File: config.mk
export PLATFORM = sky130hd
export DESIGN_NAME = ala_ctrl
export DESIGN_NICKNAME = d
export VERILOG_FILES = /design/src/rtl/ala_pkg.sv /design/src/rtl/ala_ctrl.sv
export SDC_FILE = /design/constraint.sdc
export NUM_CORES = 1
export LEC_CHECK = 0
export BUFFER_PORTS_ARGS = -buffer_cell sky130_fd_sc_hd__buf_2
export CAP_MARGIN = 5
export CORE_UTILIZATION = 53
export DETAILED_ROUTE_END_ITERATION = 12
export GPL_ROUTABILITY_DRIVEN = 0
export PLACE_DENSITY = 0.78
export SLEW_MARGIN = 30
export SYNTH_ARGS = -nofsm -noshare
export SYNTH_HDL_FRONTEND = slang
export SYNTH_SLANG_ARGS = --single-unit
File: constraint.sdc
create_clock -name clk -period 4.9 [get_ports clk]
set_input_delay 0.49 -clock clk [delete_from_list [all_inputs] [get_ports clk]]
set_output_delay 0.49 -clock clk [all_outputs]
set_load 0.01 [all_outputs]
File: src/rtl/ala_pkg.sv
// Package for the address lease allocator.
// Holds request/response/config types, register indexes and reset values.
// No dependencies.
package ala_pkg;

    localparam int MAX_LEASES_DEF = 64;

    localparam int CFG_IDX_W = 2;
    localparam logic [CFG_IDX_W-1:0] CFG_RANGE_START    = 2'd0;
    localparam logic [CFG_IDX_W-1:0] CFG_RANGE_END      = 2'd1;
    localparam logic [CFG_IDX_W-1:0] CFG_LEASE_DURATION = 2'd2;

    localparam logic [31:0] RANGE_START_RST    = 32'hC0A8_0000;
    localparam logic [31:0] RANGE_END_RST      = 32'hC0A8_FFFF;
    localparam logic [30:0] LEASE_DURATION_RST = 31'd86400;

    localparam logic [7:0] LOW_BYTE_ZERO = 8'h00;
    localparam logic [7:0] LOW_BYTE_ONES = 8'hFF;

    localparam logic REQ_GRANT = 1'b0;
    localparam logic REQ_SWEEP = 1'b1;

    localparam int ENTRY_W = 96;

    typedef struct packed {
        logic               kind;
        logic signed [31:0] node_id;
        logic        [31:0] now;
    } req_t;

    typedef struct packed {
        logic        granted;
        logic        renewed;
        logic [31:0] address;
    } rsp_t;

    typedef struct packed {
        logic [31:0] range_start;
        logic [31:0] range_end;
        logic [30:0] lease_duration;
    } cfg_t;

endpackage

File: src/rtl/ala_ctrl.sv
// Lease sequencer: walks the lease table one entry per cycle for lookup,
// sweep and address-in-use checks, and steps the scan pointer. Uses ala_pkg.
module ala_ctrl
    import ala_pkg::*;
#(
    parameter int MAX_LEASES = MAX_LEASES_DEF,
    parameter int IW         = (MAX_LEASES > 1) ? $clog2(MAX_LEASES) : 1
) (
    input  logic               clk,
    input  logic               rst_n,
    input  cfg_t               cfg,
    input  logic               in_valid,
    output logic               in_ready,
    input  req_t               in_data,
    output logic               out_valid,
    input  logic               out_ready,
    output rsp_t               out_data,
    output logic [IW-1:0]      ram_raddr,
    input  logic [ENTRY_W-1:0] ram_rdata,
    output logic               ram_we,
    output logic [IW-1:0]      ram_waddr,
    output logic [ENTRY_W-1:0] ram_wdata
);

    typedef enum logic [2:0] {
        S_IDLE, S_WALK, S_STATIC, S_SCAN_INIT, S_SKIP, S_SCAN_TEST, S_ALLOC, S_DONE
    } state_t;

    typedef enum logic [1:0] {
        P_SWEEP, P_LOOKUP, P_USED
    } purpose_t;

    localparam logic [IW:0] N_CNT = (IW+1)'(MAX_LEASES);

    state_t          state_reg;
    purpose_t        purpose_reg;
    logic [IW:0]     rd_cnt_reg;
    logic            pend_reg;
    logic [IW-1:0]   pend_idx_reg;
    req_t            req_reg;
    logic [MAX_LEASES-1:0] valid_reg;
    logic [31:0]     scan_ptr_reg;
    logic [32:0]     c_reg;
    logic [31:0]     cand_reg;
    logic            static_reg;
    logic            hit_reg;
    logic [IW-1:0]   slot_reg;
    logic            free_found_reg;
    logic [IW-1:0]   free_idx_reg;
    logic [31:0]     res_addr_reg;
    logic            out_valid_reg;
    rsp_t            out_data_reg;
    logic            ram_we_reg;
    logic [IW-1:0]   ram_waddr_reg;
    logic [ENTRY_W-1:0] ram_wdata_reg;

    logic [31:0] ent_node;
    logic [31:0] ent_addr;
    logic [31:0] ent_exp;
    logic [32:0] exp_sum;
    logic [31:0] new_exp;
    logic [31:0] static_cand;
    logic [32:0] c_dec;

    assign ent_node    = ram_rdata[95:64];
    assign ent_addr    = ram_rdata[63:32];
    assign ent_exp     = ram_rdata[31:0];
    assign exp_sum     = {1'b0, req_reg.now} + {2'b00, cfg.lease_duration};
    assign new_exp     = exp_sum[32] ? 32'hFFFF_FFFF : exp_sum[31:0];
    assign static_cand = cfg.range_start + {req_reg.node_id[30:0], 1'b0};
    assign c_dec       = c_reg - 33'd1;

    assign in_ready  = (state_reg == S_IDLE);
    assign out_valid = out_valid_reg;
    assign out_data  = out_data_reg;
    assign ram_raddr = rd_cnt_reg[IW-1:0];
    assign ram_we    = ram_we_reg;
    assign ram_waddr = ram_waddr_reg;
    assign ram_wdata = ram_wdata_reg;

    always_ff @(posedge clk or negedge rst_n)
    begin
        if (!rst_n)
        begin
            state_reg      <= S_IDLE;
            purpose_reg    <= P_SWEEP;
            rd_cnt_reg     <= '0;
            pend_reg       <= 1'b0;
            pend_idx_reg   <= '0;
            req_reg        <= '0;
            valid_reg      <= '0;
            scan_ptr_reg   <= '0;
            c_reg          <= '0;
            cand_reg       <= '0;
            static_reg     <= 1'b0;
            hit_reg        <= 1'b0;
            slot_reg       <= '0;
            free_found_reg <= 1'b0;
            free_idx_reg   <= '0;
            res_addr_reg   <= '0;
            out_valid_reg  <= 1'b0;
            out_data_reg   <= '0;
            ram_we_reg     <= 1'b0;
            ram_waddr_reg  <= '0;
            ram_wdata_reg  <= '0;
        end
        else
        begin
            ram_we_reg <= 1'b0;
            if (out_valid_reg && out_ready)
            begin
                out_valid_reg <= 1'b0;
            end

            unique case (state_reg)
                S_IDLE:
                begin
                    if (in_valid)
                    begin
                        req_reg        <= in_data;
                        hit_reg        <= 1'b0;
                        free_found_reg <= 1'b0;
                        static_reg     <= 1'b0;
                        rd_cnt_reg     <= '0;
                        pend_reg       <= 1'b0;
                        purpose_reg    <= (in_data.kind == REQ_SWEEP) ? P_SWEEP : P_LOOKUP;
                        state_reg      <= S_WALK;
                    end
                end

                S_WALK:
                begin
                    if (rd_cnt_reg < N_CNT)
                    begin
                        rd_cnt_reg <= rd_cnt_reg + 1'b1;
                    end
                    pend_reg     <= (rd_cnt_reg < N_CNT);
                    pend_idx_reg <= rd_cnt_reg[IW-1:0];

                    if (pend_reg)
                    begin
                        unique case (purpose_reg)
                            P_SWEEP:
                            begin
                                if (valid_reg[pend_idx_reg] && req_reg.now >= ent_exp)
                                begin
                                    valid_reg[pend_idx_reg] <= 1'b0;
                                end
                            end
                            P_LOOKUP:
                            begin
                                if (valid_reg[pend_idx_reg] && ent_node == req_reg.node_id)
                                begin
                                    hit_reg      <= 1'b1;
                                    slot_reg     <= pend_idx_reg;
                                    res_addr_reg <= ent_addr;
                                    pend_reg     <= 1'b0;
                                    state_reg    <= S_ALLOC;
                                end
                                else if (!valid_reg[pend_idx_reg] && !free_found_reg)
                                begin
                                    free_found_reg <= 1'b1;
                                    free_idx_reg   <= pend_idx_reg;
                                end
                            end
                            P_USED:
                            begin
                                if (valid_reg[pend_idx_reg] && ent_addr == cand_reg)
                                begin
                                    pend_reg <= 1'b0;
                                    if (static_reg)
                                    begin
                                        state_reg <= S_SCAN_INIT;
                                    end
                                    else
                                    begin
                                        c_reg     <= c_dec;
                                        state_reg <= S_SKIP;
                                    end
                                end
                            end
                            default:
                            begin
                            end
                        endcase
                    end
                    else if (rd_cnt_reg == N_CNT)
                    begin
                        unique case (purpose_reg)
                            P_SWEEP:  state_reg <= S_IDLE;
                            P_LOOKUP: state_reg <= S_STATIC;
                            P_USED:
                            begin
                                res_addr_reg <= cand_reg;
                                if (!static_reg)
                                begin
                                    scan_ptr_reg <= cand_reg;
                                end
                                state_reg <= S_ALLOC;
                            end
                            default:  state_reg <= S_IDLE;
                        endcase
                    end
                end

                S_STATIC:
                begin
                    if (!req_reg.node_id[31] && req_reg.node_id != 32'sd0 &&
                        static_cand >= cfg.range_start && static_cand <= cfg.range_end)
                    begin
                        cand_reg    <= static_cand;
                        static_reg  <= 1'b1;
                        purpose_reg <= P_USED;
                        rd_cnt_reg  <= '0;
                        pend_reg    <= 1'b0;
                        state_reg   <= S_WALK;
                    end
                    else
                    begin
                        state_reg <= S_SCAN_INIT;
                    end
                end

                S_SCAN_INIT:
                begin
                    static_reg <= 1'b0;
                    if (scan_ptr_reg < cfg.range_start || scan_ptr_reg > cfg.range_end)
                    begin
                        c_reg     <= {1'b0, cfg.range_end};
                        state_reg <= S_SKIP;
                    end
                    else
                    begin
                        c_reg     <= {1'b0, scan_ptr_reg};
                        state_reg <= S_SCAN_TEST;
                    end
                end

                S_SKIP:
                begin
                    if (!c_reg[32] &&
                        (c_reg[7:0] == LOW_BYTE_ZERO || c_reg[7:0] == LOW_BYTE_ONES))
                    begin
                        c_reg <= c_dec;
                    end
                    else
                    begin
                        state_reg <= S_SCAN_TEST;
                    end
                end

                S_SCAN_TEST:
                begin
                    if (!c_reg[32] && c_reg[31:0] >= cfg.range_start)
                    begin
                        cand_reg    <= c_reg[31:0];
                        purpose_reg <= P_USED;
                        rd_cnt_reg  <= '0;
                        pend_reg    <= 1'b0;
                        state_reg   <= S_WALK;
                    end
                    else
                    begin
                        scan_ptr_reg <= c_reg[31:0];
                        res_addr_reg <= '0;
                        hit_reg      <= 1'b0;
                        free_found_reg <= 1'b0;
                        state_reg    <= S_ALLOC;
                    end
                end

                S_ALLOC:
                begin
                    // hit: renew; free slot: new lease; else deny
                    if (hit_reg)
                    begin
                        ram_we_reg    <= 1'b1;
                        ram_waddr_reg <= slot_reg;
                        ram_wdata_reg <= {req_reg.node_id, res_addr_reg, new_exp};
                    end
                    else if (free_found_reg)
                    begin
                        valid_reg[free_idx_reg] <= 1'b1;
                        ram_we_reg    <= 1'b1;
                        ram_waddr_reg <= free_idx_reg;
                        ram_wdata_reg <= {req_reg.node_id, res_addr_reg, new_exp};
                    end
                    else
                    begin
                        res_addr_reg <= '0;
                    end
                    state_reg <= S_DONE;
                end

                S_DONE:
                begin
                    if (!out_valid_reg || out_ready)
                    begin
                        out_valid_reg        <= 1'b1;
                        out_data_reg.granted <= hit_reg || free_found_reg;
                        out_data_reg.renewed <= hit_reg;
                        out_data_reg.address <= res_addr_reg;
                        state_reg            <= S_IDLE;
                    end
                end

                default: state_reg <= S_IDLE;
            endcase
        end
    end

endmodule

==> flow_summary.ini <==
[timing]
slew_headroom_pct = 38.74
setup_tns_ns = -16.23
timing.fmax_mhz = 187.1
rsz0062_at_grt = true
slew_violations = 0
min_period_over_period_pct = 109.1
finalWorstSetupSlack_ns = -0.4446
fin_skew_ns = 0.02286
hold_violations = 0
tightest_slew_ns = 0.8957
fin_crit_ns = 5.345
setup_violations = 44

[pwr]
power_density_nw_per_um2 = 642.7
seq_power_share_pct = 28.2
intPower_uw = 12570
ir_drop_mv = 0.3888
leakagePower_uw = 0.01724
p_switching_uw = 9437
swShare_pct = 42.87
power_frac_comb_pct = 54.0
power_frac_clock_pct = 17.8

[global_route]
grt_util_met1_pct = 39.06
grt_pass1_wl_mm = 139.8
met2_usage_pct = 56.80
busiest_layer = met2
grt_pass1_vias = 25440
antenna_found_initial = 8
use_met3_pct = 6.201
grt-ovfl-total = 0
grtUsageTotal_pct = 33.20
grt_start_max_net_pins = 131

[worst_setup_path]
slowest_stage = dfrtp_1
path_cells = ha_4 -> fa_2 -> a21oi_2 -> nand4b_1 -> nand3_2 -> a221o_2 -> a2111oi_4 -> buf_4 -> nor2_2 -> a21oi_2 -> xnor2_1 -> ha_1 -> a21o_1 -> a21o_1 -> a21oi_2 -> nor2_1 -> or3_4 -> a211oi_2 -> and4bb_4 -> a22oi_2 -> buf_4 -> clkbuf_16 -> nand2_2 -> o21ai_1
cp_max_fo = 6
cpPeakStageDelay_ns = 0.41
cp.required_ns = 5.38
cp-end-kind = register
start_kind = register
cpMostUsedCell = a21oi_2
critPathKind = register to register
crit_arrival_ns = 5.83

[cells_and_area]
drive_gt1_share_pct = 31.74
multi_input_area_sq_um = 16810
fin_util_pct = 65.30
area_growth_pct = 21.79
largest_reg_flops = 96
stdcell_area_sq_um = 34250
instances_no_fill = 4032
fillCellCount = 3968
nNetsFinal = 3817
seq_area_sq_um = 10740

[synthesis]
synth_nets = 3302
syn-cell-area_sq_um = 28120
synth_cell_types = 93
yosys.area.top_type = dfrtp_1
netlist.area_leader.share_pct = 38.18
synth.area.top_cells = dfrtp_1, ha_1, mux2_2
synth_edf_count = 0
avgSynthCellArea_sq_um = 10.11
yosysMostFrequentCell = dfrtp_1
async_reset_ff_share_pct = 100.0
ys.warnings.count = 0
netlist_instances = 2780
synth-main-ff-cell = dfrtp_1
synth_commonest_cells = dfrtp_1, ha_1, mux2_2, nand2_1, a21oi_1
ys_seq_area_share_pct = 38.18
synth-seq-cells = 429

[floorplanning]
row_count = 84
die_h_um = 232.3
core-area_sq_um = 52450
io_pins = 405
die_area_sq_um = 53980
die_w_um = 232.3
initial_core_util_pct = 53.62

[drt]
vias = 24980
routed_wl_mm = 91.03
post_drt_wl_per_cell_um = 22.58
postRouteAntennaNets = 0
drt_pre_antenna_iters = 6
vias_per_cell = 6.195
drc_errors = 0
drtIter0Drc = 2399

[clock_tree]
cts_tree = yes
numCtsBuffers = 50
htree_levels = 2
path_clk_slew_ns = 0.06
clock_latency_ns = 0.62
cts_sinks = 429
cts_buffer_depth = 3
clock-root-buffer = clkbuf_16

[placement]
dp_cells = 3898
port_buffers = 404
dpl_cell_area_sq_um = 31780
pre_cts_slack_ns = -0.7467
dp_hpwl_mm = 66.77

[run_status]
violations = setup timing
status = finished with violations

[worst_hold_path]
hold_path_class = input pin to register

[job]
max_cap_viol_count = 0
## cell usage in the layout, fill, tap and decap left out, types with 14 or more instances in the layout
master	count
clkbuf_16	52
mux2i_1	113
nand4_1	53
nor2_1	148
dfrtp_1	426
o21ai_0	67
mux2_2	239
a21oi_1	197
buf_2	403
nand2_1	216
nor3b_1	14
ha_1	256
a21o_1	101
nor4_1	39
nor3_1	34
nand2b_1	25
o22a_1	15
buf_4	170
nor2b_1	21
inv_1	125
xor2_1	101
nand3_1	40
a31oi_1	28
a211oi_1	14
xnor2_1	44
a22o_1	31
## power groups by stage
stage	sequential (uW)	clock [uW]	combinational (uW)
4_1_cts	6130	3980	11200
3_3_place_gp	6120	0	10400
5_1_grt	6300	4120	12900
3_5_place_dp	6180	0	10800
6_report	6200	3930	11900
2_1_floorplan	5700	0	7240
## critical path, delay by kind of cell (launching register included)
kind / cells / cell delay [ns]
adders and majority gates: 3 / 0.83
buffers and inverters: 3 / 0.58
DFF: 1 / 0.41
AOI/OAI and AO/OA: 10 / 2.00
xor gates and xnor gates: 1 / 0.20
and+or+nand+nor: 7 / 1.17
## layout make-up
class,count,area share (%)
clock inverter,26,0.9134
clock buffer,68,4.114
sequential,429,31.36
timing repair buffer,591,10.57
tap,688,2.514
multi-input combinational,2097,49.10
inverter,126,1.381
antenna,7,0.05115
## worst paths after layout
path / from / to / slack [ns] / depth (start not counted)
hold / removal: in_data[45] / req_reg[45] / 0.1 / 2
min in group asynchronous: rst_n / req_reg[22] / 0.43 / 2
hold reg to reg: out_data[3] / out_data[3] / 0.50 / 1
setup reg to reg: req_reg[32] / cand_reg[27] / -0.44 / 24
setup / recovery: req_reg[32] / cand_reg[27] / -0.44 / 24
max in group asynchronous: rst_n / res_addr_reg[16] / 3.28 / 3
## logic make-up (layout without fill, tap and decap cells)
group / count (synthesis) / count (layout) / synth area share, %
multiplexers: 365 / 365 / 14.61
flip-flops: 429 / 429 / 38.18
adder cells (fa/ha/maj): 262 / 262 / 11.71
AO/OA/AOI/OAI: 608 / 608 / 14.29
AND/OR/NAND/NOR: 713 / 713 / 12.86
other: 0 / 7 / 0
buffers and inverters: 254 / 811 / 3.706
XOR/XNOR: 149 / 149 / 4.641
## metrics by stage
stage,total power (uW),hold WS [ns]
2_1_floorplan,12940,0.1944
4_1_cts,21330,0.07682
3_5_place_dp,17020,0.4784
6_report,22010,0.09774
5_1_grt,23310,0.09704
3_3_place_gp,16490,0.4782
## routing by layer
metal	part of all wire (%)	vias up
met5	0.053	-
met4	6.2	4
met3	7.7	375
met2	49	1280
met1	37	12160
li1	-	11160
## what timing repair did
| item | CTS | global route |
|---|---|---|
| resized for setup | 39 | 64 |
| pin swaps | 30 | 18 |
| setup buffers | 15 | 13 |
| endpoints found under the setup margin | 44 | 44 |
| hold buffers | 1 | 0 |
| gates cloned | 1 | 3 |
| endpoints found under the hold margin | 69 | 0 |
No activity file was read; power rests on OpenSTA's default activity.
