`src/rtl/ala_ram.sv`:
```
// Generic single-write, single-read RAM with registered read data.
// No dependencies.
module ala_ram #(
    parameter int WIDTH = 8,
    parameter int DEPTH = 16,
    parameter int AW    = (DEPTH > 1) ? $clog2(DEPTH) : 1
) (
    input  logic             clk,
    input  logic             we,
    input  logic [AW-1:0]    waddr,
    input  logic [WIDTH-1:0] wdata,
    input  logic [AW-1:0]    raddr,
    output logic [WIDTH-1:0] rdata
);

    logic [WIDTH-1:0] mem [DEPTH];

    always_ff @(posedge clk)
    begin
        if (we)
        begin
            mem[waddr] <= wdata;
        end
        rdata <= mem[raddr];
    end

endmodule

```
`config.mk`:
```
export PLATFORM = sky130hd
export DESIGN_NAME = ala_ram
export DESIGN_NICKNAME = d
export VERILOG_FILES = /design/src/rtl/ala_ram.sv
export SDC_FILE = /design/constraint.sdc
export NUM_CORES = 1
export LEC_CHECK = 0
export ABC_AREA = 1
export BUFFER_PORTS_ARGS = -buffer_cell sky130_fd_sc_hd__buf_2
export CORE_MARGIN = 3
export CORE_UTILIZATION = 58
export DETAILED_ROUTE_END_ITERATION = 7
export HOLD_SLACK_MARGIN = 0.12
export PLACE_DENSITY_LB_ADDON = 0.15
export SETUP_SLACK_MARGIN = 0.1
export SLEW_MARGIN = 20
export SYNTH_ARGS = -nofsm -noshare
export SYNTH_HDL_FRONTEND = slang
export SYNTH_SLANG_ARGS = --single-unit
```
`constraint.sdc`:
```
create_clock -name clk -period 1.3 [get_ports clk]
set_input_delay 0.13 -clock clk [delete_from_list [all_inputs] [get_ports clk]]
set_output_delay 0.13 -clock clk [all_outputs]
set_load 0.03 [all_outputs]
```
==> load_flow_metrics.sql, run 1 <==
INSERT INTO impl_metrics (metric_group, metric, value, unit) VALUES
('synth', 'syn-num-nets', '569', ''),
('sta', 'final_min_period_over_clock_period', '0.8902', ''),
('synth', 'post_synth_inst_count', '551', ''),
('clock_tree', 'clock_sink_count', '136', ''),
('clock_tree', 'tritoncts.num_buffers', '17', ''),
('synth', 'netlist-cell-type-count', '12', ''),
('global_route', 'grt_pass1_wl', '20.42', 'mm'),
('clock_tree', 'clock_tree.root_cell', 'clkbuf_8', ''),
('global_route', 'grt_pass1_vias', '3911', ''),
('drt', 'drt-wirelength-per-cell', '17.14', 'um'),
('drt', 'via_per_inst', '5.246', ''),
('sta', 'fin_hold_ws', '0.2461', 'ns'),
('finish', 'flow.area_growth_from_synthesis', '18.88', '%'),
('global_route', 'number_of_antenna_violations_at_the_first_check_in_global_routing', '0', ''),
('job', 'max-cap-violations', '0', ''),
('sta', 'timing.final.hold_violations', '0', ''),
('outcome', 'status', 'complete, no violations', ''),
('sta', 'slew_headroom', '0.7594', ''),
('worst_hold_path', 'holdCritPathClass', 'in -> reg', ''),
('clock_tree', 'clock_tree.htree_level_count', '4', ''),
('worst_setup_path', 'worst_ep_arrival_time', '1.55', 'ns'),
('worst_setup_path', 'path_buf_inv', '4', ''),
('synth', 'synth.yosys.seq_area_share', '0.6943', ''),
('worst_setup_path', 'slowest_stage', 'dlygate4sd3_1', ''),
('finish', 'commonest_cells_after_routing_fill_and_taps_aside', 'nand2_1, edfxtp_1, inv_1, nand3_1, buf_4', ''),
('sta', 'worst_margin_pin_slew', '0.3609', 'ns'),
('worst_setup_path', 'crit_type', 'in -> reg', ''),
('sta', 'fmaxAchievable', '0.8642', 'GHz'),
('global_route', 'grt_usage', '0.2455', ''),
('floorplan', 'fp.dieH', '105.7', 'um'),
('worst_hold_path', 'holdCritStartpoint', 'we', ''),
('power_and_ir_drop', 'clock_network_fraction_of_total_power', '0.455', ''),
('worst_setup_path', 'r2r-end', 'rdata[7]', ''),
('floorplan', 'io_pins', '26', ''),
('clock_tree', 'clock_input_transition_at_the_sequential_cells_of_the_worst_setup_and_hold_paths', '0.06', 'ns'),
('finish', 'nNetsFinal', '625', ''),
('drt', 'drtIter0Drc', '294', ''),
('drt', 'drc', '0', ''),
('synth', 'syn_avg_cell_area', '10.47', 'um2'),
('worst_setup_path', 'critical_path_launch_point_type', 'input pin', ''),
('power_and_ir_drop', 'share_seq_of_total_power', '0.476', ''),
('sta', 'clock_skews', '0.008539', 'ns'),
('synth', 'syn_area', '5767', 'um2'),
('clock_tree', 'clk_path_buf_depth', '2', ''),
('floorplan', 'die_x', '105.7', 'um'),
('synth', 'postSynthRegisterBits', '136', ''),
('worst_setup_path', 'critical_path_peak_fanout', '16', ''),
('drt', 'antenna_violating_nets_post_route', '0', ''),
('drt', 'route.vias.total', '3929', ''),
('synth', 'yosys_warnings', '0', ''),
('power_and_ir_drop', 'total_leakage_power', '2.995', 'nW'),
('sta', 'setup_viol', '0', ''),
('global_route', 'grt_start_max_net_pins', '35', ''),
('worst_setup_path', 'worst_path_most_repeated_cell', 'nand3_1', ''),
('power_and_ir_drop', 'power_report.internal_total', '0.008116', 'W'),
('sta', 'final_max_slew_viol_count', '0', ''),
('power_and_ir_drop', 'ir_worst_vdd', '0.0009248', 'V'),
('placement', 'place_congestion', '0.8353', ''),
('power_and_ir_drop', 'sw_frac_of_total', '0.2170', ''),
('power_and_ir_drop', 'netSwitchingPower', '0.002249', 'W'),
('worst_setup_path', 'r2r_cells', '6', ''),
('sta', 'period_needed', '1.157', 'ns'),
('placement', 'placement.io_buffers', '25', ''),
('floorplan', 'floorplan.initialDensity', '0.6097', ''),
('floorplan', 'number_of_rows_created_at_floorplan', '35', ''),
('clock_tree', 'postCtsSetupBuffers', '0', ''),
('worst_setup_path', 'slowest_delay', '0.53', 'ns'),
('floorplan', 'total_die_area', '11180', 'um2'),
('floorplan', 'core', '9459', 'um2'),
('sta', 'fin_setup_tns', '0', 'ns'),
('global_route', 'overflow', '0', '');
==> cell type report <==
| cell class | count | area (um2) |
|---|---|---|
| well taps | 129 | 161.4 |
| flip-flops and latches | 136 | 4006 |
| inverters | 102 | 382.9 |
| fillers | 663 | 2604 |
| multi-input cells | 289 | 1214 |
| clock buffers | 21 | 439.2 |
| clock inverters | 11 | 151.4 |
| repair buffers | 61 | 500.5 |
==> cells by family after synthesis <==
| family | after synthesis | share of synthesized area |
|---|---|---|
| flip-flops | 136 | 0.6943 |
| AND/OR/NAND/NOR | 289 | 0.2105 |
| buffers and inverters | 126 | 0.09525 |
==> sequential cells by signal, summed over array words and instances (netlist names) <==
name and flops:
rdata 8, mem 128
==> power groups by stage <==
stage / registers, W / logic (W) / clock network, W
finish: 0.00494 / 0.000713 / 0.00471
global route: 0.00494 / 0.000780 / 0.00496
CTS: 0.00494 / 0.000708 / 0.00476
detailed placement: 0.00503 / 0.000671 / 0
global placement: 0.00502 / 0.000657 / 0
floorplan: 0.00507 / 0.000346 / 0
==> metrics by stage <==
step / util / area (um2) / worst slack (ns) / cells / total power, W
floorplan: - / 5767 / 0.2192 / 551 / 0.005420
global placement: 0.6496 / 6145 / 0.06654 / 707 / 0.005678
detailed placement: 0.6496 / 6145 / 0.06221 / 707 / 0.005696
CTS: 0.7237 / 6845 / 0.08155 / 749 / 0.01041
global route: 0.7247 / 6855 / 0.09893 / 749 / 0.01068
finish: 0.7247 / 6855 / 0.1428 / 749 / 0.01037
==> repair_timing <==
| action | 4_1_cts | 5_1_grt |
|---|---|---|
| endpoints found under the setup margin | 4 | 2 |
| endpoints found under the hold margin | 136 | 0 |
| gates resized for setup | 4 | 4 |
| hold buffers | 10 | 0 |
==> per-layer routing <==
layer	up-vias	share of wire	global-route usage
met4	0	0.021	0.08973
met1	1861	0.41	0.3178
met3	20	0.068	0.05144
met2	160	0.50	0.4112
li1	1888	-	-
met5	-	0	0
==> cell usage after synthesis (all sizes together) <==
master / number / area, um2
inv: 102 / 382.9
dfxtp: 8 / 160.2
nor2: 17 / 63.81
buf: 24 / 166.4
nand2: 173 / 649.4
nand3b: 2 / 15.01
nand3: 97 / 485.5
edfxtp: 128 / 3844
==> worst reg2reg max path, cell delays in order (launching register included) <==
cell	delay, ns
edfxtp_1	0.38
inv_1	0.06
nand2_1	0.05
nand3_1	0.08
nand3_1	0.14
nand3_1	0.15
nand2_1	0.07
==> how the worst max path moves through the flow <==
stage | from | endpoint | slack, ns | cells past startpoint
CTS | rdata[5] | rdata[5] | 0.08 | 1
finish | raddr[2] | rdata[5] | 0.14 | 7
global placement | raddr[0] | rdata[5] | 0.07 | 8
detailed placement | raddr[0] | rdata[5] | 0.06 | 8
floorplan | waddr[2] | mem[10][0] | 0.22 | 2
global route | raddr[2] | rdata[5] | 0.1 | 7
Note: power is estimated with default switching activity, not from simulation.
==> run 2, diff against run 1 <==
CORE_UTILIZATION = 35   (was 58)
==> run 2 against run 1 <==
  * Combinational power fell by 6.7%
  * Clock power decreased by 1%
  * Critical endpoint is now rdata[5]
  * Register-to-register slack gained 0.06 ns
  * Via count shrank 4.8%
  * Sequential cell count did not move
==> load_flow_metrics.sql, run 2 (synthesis gave the netlist of run 1 again) <==
INSERT INTO impl_metrics (metric_group, metric, value, unit) VALUES
('sta', 'final.setup.worst_slack', '0.1783', 'ns'),
('sta', 'timing.final.hold_violations', '0', ''),
('floorplan', 'core', '16000', 'um2'),
('sta', 'fin_setup_tns', '0', 'ns'),
('floorplan', 'total_die_area', '18050', 'um2'),
('clock_tree', 'clock_tree.root_cell', 'clkbuf_16', ''),
('finish', 'layout.cells.most_common', 'nand2_1', ''),
('drt', 'route.vias.total', '3741', ''),
('worst_hold_path', 'holdCritPathClass', 'in -> reg', ''),
('sta', 'setup_viol', '0', ''),
('power_and_ir_drop', 'netSwitchingPower', '0.002173', 'W'),
('power_and_ir_drop', 'ir_worst_vdd', '0.0009065', 'V'),
('global_route', 'grt_pass1_wl', '20.07', 'mm'),
('finish', 'commonest_cells_after_routing_fill_and_taps_aside', 'nand2_1, edfxtp_1, inv_1, nand3_1, buf_2', ''),
('drt', 'route.final.wire_length', '12.76', 'mm'),
('sta', 'fin_hold_ws', '0.1426', 'ns'),
('clock_tree', 'clock_sink_count', '136', ''),
('power_and_ir_drop', 'share_seq_of_total_power', '0.481', ''),
('clock_tree', 'ctsResizeCount', '0', ''),
('placement', 'place_congestion', '0.7979', ''),
('global_route', 'grt_pass1_vias', '3596', ''),
('drt', 'drt-wirelength-per-cell', '15.39', 'um'),
('power_and_ir_drop', 'power_report.internal_total', '0.008069', 'W'),
('finish', 'flow.area_growth_from_synthesis', '18.64', '%'),
('drt', 'first_pass_drt_iterations', '4', ''),
('outcome', 'status', 'complete, no violations', ''),
('global_route', 'grt_start_max_net_pins', '65', ''),
('worst_setup_path', 'worst_path_dominant_cell_family', 'flip-flops', ''),
('global_route', 'overflow', '0', ''),
('worst_setup_path', 'setup.reg_to_reg.worst_slack', '0.31', 'ns'),
('placement', 'pre_cts_slack', '0.1109', 'ns'),
('finish', 'num_antenna_cells', '0', ''),
('worst_setup_path', 'critical_path_launch_point_type', 'register', ''),
('job', 'max-cap-violations', '0', ''),
('worst_setup_path', 'crit_required', '1.17', 'ns'),
('global_route', 'number_of_antenna_violations_at_the_first_check_in_global_routing', '0', ''),
('clock_tree', 'clk_path_buf_depth', '2', ''),
('global_route', 'grt_usage', '0.1487', ''),
('power_and_ir_drop', 'total_leakage_power', '2.964', 'nW'),
('placement', 'placed_area', '6233', 'um2'),
('clock_tree', 'cts_tree', 'yes', ''),
('finish', 'nNetsFinal', '618', ''),
('sta', 'fmaxAchievable', '0.8915', 'GHz'),
('drt', 'drtIter0Drc', '335', ''),
('finish', 'max_reg_flops', '128', ''),
('finish', 'largest_registers', 'mem (128), rdata (8)', ''),
('finish', 'final_cell_count_no_fill', '829', ''),
('placement', 'place.detailed.instances', '793', ''),
('sta', 'final_max_slew_viol_count', '0', ''),
('clock_tree', 'clock_input_transition_at_the_sequential_cells_of_the_worst_setup_and_hold_paths', '0.05', 'ns'),
('sta', 'worst_margin_pin_slew', '0.3703', 'ns'),
('floorplan', 'fp.dieH', '134.4', 'um'),
('power_and_ir_drop', 'sw_frac_of_total', '0.2122', ''),
('worst_setup_path', 'worst_setup_path_end_kind', 'output port', ''),
('drt', 'drc', '0', ''),
('power_and_ir_drop', 'comb_power_share', '0.065', ''),
('sta', 'period_needed', '1.122', 'ns'),
('sta', 'final_min_period_over_clock_period', '0.8628', ''),
('clock_tree', 'clock_tree.htree_level_count', '4', ''),
('drt', 'via_per_inst', '4.513', ''),
('worst_setup_path', 'slowest_delay', '0.37', 'ns'),
('worst_setup_path', 'crit_cells', '1', ''),
('worst_setup_path', 'critical_path_peak_fanout', '1', ''),
('worst_setup_path', 'slowest_stage', 'dfxtp_1', ''),
('sta', 'slew_headroom', '0.7531', ''),
('placement', 'placement.io_buffers', '25', ''),
('clock_tree', 'clk-insertion-delay-late', '0.41', 'ns'),
('sta', 'setup_repair_after_global_routing_missed_its_margin', 'no', ''),
('worst_setup_path', 'timing.critical_path.cells', 'buf_2', ''),
('power_and_ir_drop', 'power_density', '1497', 'nW/um2'),
('sta', 'clock_skews', '0.004924', 'ns'),
('worst_setup_path', 'r2r_cells', '6', ''),
('floorplan', 'io_pins', '26', ''),
('finish', 'final_area', '6842', 'um2'),
('worst_hold_path', 'hold-path-cell-count', '1', ''),
('floorplan', 'number_of_rows_created_at_floorplan', '46', ''),
('drt', 'antenna_violating_nets_post_route', '0', ''),
('floorplan', 'die_x', '134.4', 'um'),
('finish', 'largest-register', 'mem', ''),
('worst_setup_path', 'worst_ep_arrival_time', '0.99', 'ns'),
('floorplan', 'floorplan.initialDensity', '0.3604', ''),
('worst_setup_path', 'crit_type', 'reg -> out', ''),
('finish', 'layout-drive-gt1-share', '0.1272', ''),
('worst_setup_path', 'path_buf_inv', '1', ''),
('power_and_ir_drop', 'clock_network_fraction_of_total_power', '0.454', ''),
('clock_tree', 'tritoncts.num_buffers', '17', ''),
('placement', 'detailedPlacementHpwl', '8.117', 'mm');
-- run 2: cell count changes in the layout (fill, tap and decap cells not counted), moves of 4 or more --
cell / previous run / this run
clkinv_2: 1 / 6
dlygate4sd3_1: 10 / 4
buf_2: 21 / 25
clkinvlp_4: 4 / 0
clkinv_1: 0 / 4
-- run 2: worst paths after layout --
check         endpoint  startpoint
min reg2reg   rdata[4]  mem[11][4]
min          mem[2][5]    wdata[5]
max reg2reg   rdata[0]   mem[7][0]
max           rdata[5]    rdata[5]
-- run 2: repair_timing --
item                       4_1_cts  5_1_grt
setup endpoints to repair        0        0
buffers inserted                 0        0
hold endpoints to repair        39        0
hold buffers                     4        0
-- run 2: power by group through the flow --
| stage | sequential (W) | combinational (W) | clock [W] |
|---|---|---|---|
| detailed placement | 0.00502 | 0.000664 | 0 |
| floorplan | 0.00507 | 0.000346 | 0 |
| global route | 0.00494 | 0.000741 | 0.00493 |
| finish | 0.00493 | 0.000665 | 0.00465 |
| CTS | 0.00493 | 0.000677 | 0.00471 |
| global placement | 0.00502 | 0.000663 | 0 |
-- run 2: cell type report --
type,instances,area (um2)
clock inverters,13,135.1
repair buffers,54,402.9
multi-input cells,289,1214
well taps,216,270.3
clock buffers,19,432.9
flip-flops and latches,136,4004
inverters,102,382.9
fillers,1553,9159
-- run 2: routing by layer --
| layer | global-route usage | vias up | routed length [um] |
|---|---|---|---|
| met5 | 0 | - | 0 |
| met4 | 0.06391 | 0 | 268 |
| li1 | - | 1867 | - |
| met2 | 0.2380 | 67 | 6083 |
| met1 | 0.1970 | 1787 | 6044 |
| met3 | 0.03076 | 20 | 362 |
-- run 2: per-stage QoR --
| stage | power (W) | utilization |
|---|---|---|
| 2_1_floorplan | 0.005420 | - |
| 3_3_place_gp | 0.005685 | 0.3896 |
| 3_5_place_dp | 0.005686 | 0.3896 |
| 4_1_cts | 0.01032 | 0.4276 |
| 5_1_grt | 0.01061 | 0.4276 |
| 6_report | 0.01024 | 0.4276 |
==> run 3, diff against run 2 <==
RECOVER_POWER = 100   (was not set)
==> run 3 against run 2 <==
  * Register-to-register slack is essentially flat
  * Setup slack got worse by 0.065 ns
  * Largest power group unchanged
  * Non-clock buffer count did not move
  * Wire length increased by 0.10%
==> load_flow_metrics.sql, run 3 (synthesis gave the netlist of run 1 again) <==
INSERT INTO impl_metrics (metric_group, metric, value, unit) VALUES
('outcome', 'status', 'complete, no violations', ''),
('placement', 'place_congestion', '0.7979', ''),
('power_and_ir_drop', 'power_density', '1513', 'nW/um2'),
('power_and_ir_drop', 'clock_network_fraction_of_total_power', '0.455', ''),
('worst_setup_path', 'critical_path_launch_point_type', 'register', ''),
('finish', 'layout.cells.most_common', 'nand2_1', ''),
('global_route', 'grt_usage', '0.1487', ''),
('worst_setup_path', 'r2r-end', 'rdata[0]', ''),
('drt', 'route.final.wire_length', '12.77', 'mm'),
('global_route', 'grt_pass1_vias', '3596', ''),
('placement', 'place.detailed.instances', '793', ''),
('power_and_ir_drop', 'finalPower', '0.01023', 'W'),
('sta', 'final_max_slew_viol_count', '0', ''),
('worst_setup_path', 'critical_path_peak_fanout', '1', ''),
('worst_setup_path', 'timing.critical_path.cells', 'clkbuf_1', ''),
('sta', 'final.setup.worst_slack', '0.1133', 'ns'),
('clock_tree', 'ctsResizeCount', '0', ''),
('clock_tree', 'tritoncts.num_buffers', '17', ''),
('clock_tree', 'clk_path_buf_depth', '2', ''),
('sta', 'slew_headroom', '0.4308', ''),
('floorplan', 'die_x', '134.4', 'um'),
('placement', 'detailedPlacementHpwl', '8.117', 'mm'),
('finish', 'nNetsFinal', '618', ''),
('finish', 'largest-register', 'mem', ''),
('worst_setup_path', 'critical_path.reg2reg.startpoint', 'mem[7][0]', ''),
('power_and_ir_drop', 'comb_power_share', '0.063', ''),
('drt', 'antenna_violating_nets_post_route', '0', ''),
('power_and_ir_drop', 'sw_frac_of_total', '0.2129', ''),
('floorplan', 'fp.dieH', '134.4', 'um'),
('power_and_ir_drop', 'total_leakage_power', '2.849', 'nW'),
('drt', 'drc', '0', ''),
('finish', 'num_antenna_cells', '0', ''),
('sta', 'setup_viol', '0', ''),
('floorplan', 'core', '16000', 'um2'),
('clock_tree', 'clock_tree.root_cell', 'clkbuf_16', ''),
('worst_hold_path', 'holdCritPathClass', 'in -> reg', ''),
('worst_setup_path', 'cp_capture_point', 'rdata[6]', ''),
('power_and_ir_drop', 'netSwitchingPower', '0.002178', 'W'),
('finish', 'flow.area_growth_from_synthesis', '17.23', '%'),
('clock_tree', 'clock_tree.htree_level_count', '4', ''),
('worst_setup_path', 'crit_cells', '1', ''),
('placement', 'placement.io_buffers', '25', ''),
('sta', 'fin_setup_tns', '0', 'ns'),
('job', 'max-cap-violations', '0', ''),
('sta', 'final_min_period_over_clock_period', '0.9129', ''),
('sta', 'setup_repair_after_global_routing_missed_its_margin', 'no', ''),
('floorplan', 'floorplan.initialDensity', '0.3604', ''),
('clock_tree', 'clk-insertion-delay-late', '0.41', 'ns'),
('finish', 'largest_registers', 'mem (128), rdata (8)', ''),
('sta', 'worst_margin_pin_slew', '0.8538', 'ns'),
('worst_setup_path', 'slowest_delay', '0.33', 'ns'),
('global_route', 'overflow', '0', ''),
('sta', 'clock_skews', '0.004855', 'ns'),
('worst_setup_path', 'setup.reg_to_reg.worst_slack', '0.32', 'ns'),
('worst_setup_path', 'worst_setup_path_end_kind', 'output port', ''),
('worst_setup_path', 'worst_path_dominant_cell_family', 'buffers and inverters', ''),
('placement', 'pre_cts_slack', '0.1109', 'ns'),
('worst_setup_path', 'crit_type', 'reg -> out', ''),
('worst_setup_path', 'worst_setup_path_startpoint', 'rdata[6]', ''),
('drt', 'first_pass_drt_iterations', '6', ''),
('worst_setup_path', 'crit_required', '1.17', 'ns'),
('global_route', 'grt_pass1_wl', '20.07', 'mm'),
('global_route', 'number_of_antenna_violations_at_the_first_check_in_global_routing', '0', ''),
('drt', 'route.vias.total', '3720', ''),
('floorplan', 'total_die_area', '18050', 'um2'),
('finish', 'max_reg_flops', '128', ''),
('power_and_ir_drop', 'share_seq_of_total_power', '0.482', ''),
('worst_setup_path', 'r2r_cells', '6', ''),
('worst_setup_path', 'worst_ep_arrival_time', '1.06', 'ns'),
('clock_tree', 'cts_tree', 'yes', ''),
('worst_setup_path', 'slowest_stage', 'clkbuf_1', ''),
('sta', 'fmaxAchievable', '0.8427', 'GHz'),
('clock_tree', 'clock_sink_count', '136', ''),
('finish', 'layout-drive-gt1-share', '0.07341', ''),
('sta', 'period_needed', '1.187', 'ns'),
('finish', 'commonest_cells_after_routing_fill_and_taps_aside', 'nand2_1, edfxtp_1, inv_1, nand3_1, clkbuf_1', ''),
('global_route', 'grt_start_max_net_pins', '65', ''),
('drt', 'drt-wirelength-per-cell', '15.41', 'um'),
('placement', 'placed_area', '6233', 'um2'),
('clock_tree', 'clock_input_transition_at_the_sequential_cells_of_the_worst_setup_and_hold_paths', '0.06', 'ns'),
('finish', 'final_cell_count_no_fill', '829', ''),
('finish', 'fill_cells', '1582', ''),
('worst_setup_path', 'path_buf_inv', '1', ''),
('floorplan', 'number_of_rows_created_at_floorplan', '46', ''),
('drt', 'drtIter0Drc', '338', ''),
('power_and_ir_drop', 'power_report.internal_total', '0.008053', 'W'),
('finish', 'final_area', '6760', 'um2'),
('floorplan', 'io_pins', '26', ''),
('power_and_ir_drop', 'ir_worst_vdd', '0.0009108', 'V'),
('drt', 'via_per_inst', '4.487', ''),
('sta', 'timing.final.hold_violations', '0', '');
[run 3: cell type report]
| cell class | instances | area (um2) | area share |
|---|---|---|---|
| Timing Repair Buffer | 54 | 321.6 | 0.04757 |
| Clock buffer | 19 | 432.9 | 0.06404 |
| Multi-Input combinational cell | 289 | 1214 | 0.1795 |
| Sequential cell | 136 | 4004 | 0.5923 |
| Tap cell | 216 | 270.3 | 0.03998 |
| Clock inverter | 13 | 135.1 | 0.01999 |
| Inverter | 102 | 382.9 | 0.05664 |
[run 3: how the worst min path moves through the flow]
stage	from	endpoint	slack, ns	cells after the start
4_1_cts	wdata[5]	mem[2][5]	0.13	1
2_1_floorplan	wdata[0]	mem[0][0]	0.23	0
6_report	raddr[2]	rdata[3]	0.17	4
5_1_grt	raddr[2]	rdata[3]	0.18	4
3_3_place_gp	raddr[3]	rdata[6]	0.53	3
3_5_place_dp	raddr[3]	rdata[4]	0.52	3
[run 3: power by group through the flow]
stage	Sequential (W)	Clock, W	Combinational (W)
floorplan	0.00507	0	0.000346
global placement	0.00502	0	0.000663
detailed placement	0.00502	0	0.000664
CTS	0.00493	0.00471	0.000677
global route	0.00494	0.00493	0.000724
finish	0.00494	0.00465	0.000645
[run 3: repair_timing]
action | in CTS | in global routing
hold buffers | 4 | 0
endpoints found under the hold margin | 39 | 0
buffers inserted | 0 | 0
[run 3: through the flow]
step,hold WS (ns),util
final,0.1722,0.4225
after global routing,0.1838,0.4225
after CTS,0.1279,0.4276
after detailed placement,0.5162,0.3896
after global placement,0.5277,0.3896
after floorplan,0.2289,-
[run 3: layer usage]
metal  part of all wire  track usage
met1               0.47       0.1970
met2               0.47       0.2380
met3              0.035      0.03076
met4              0.021      0.06391
met5                  0            0
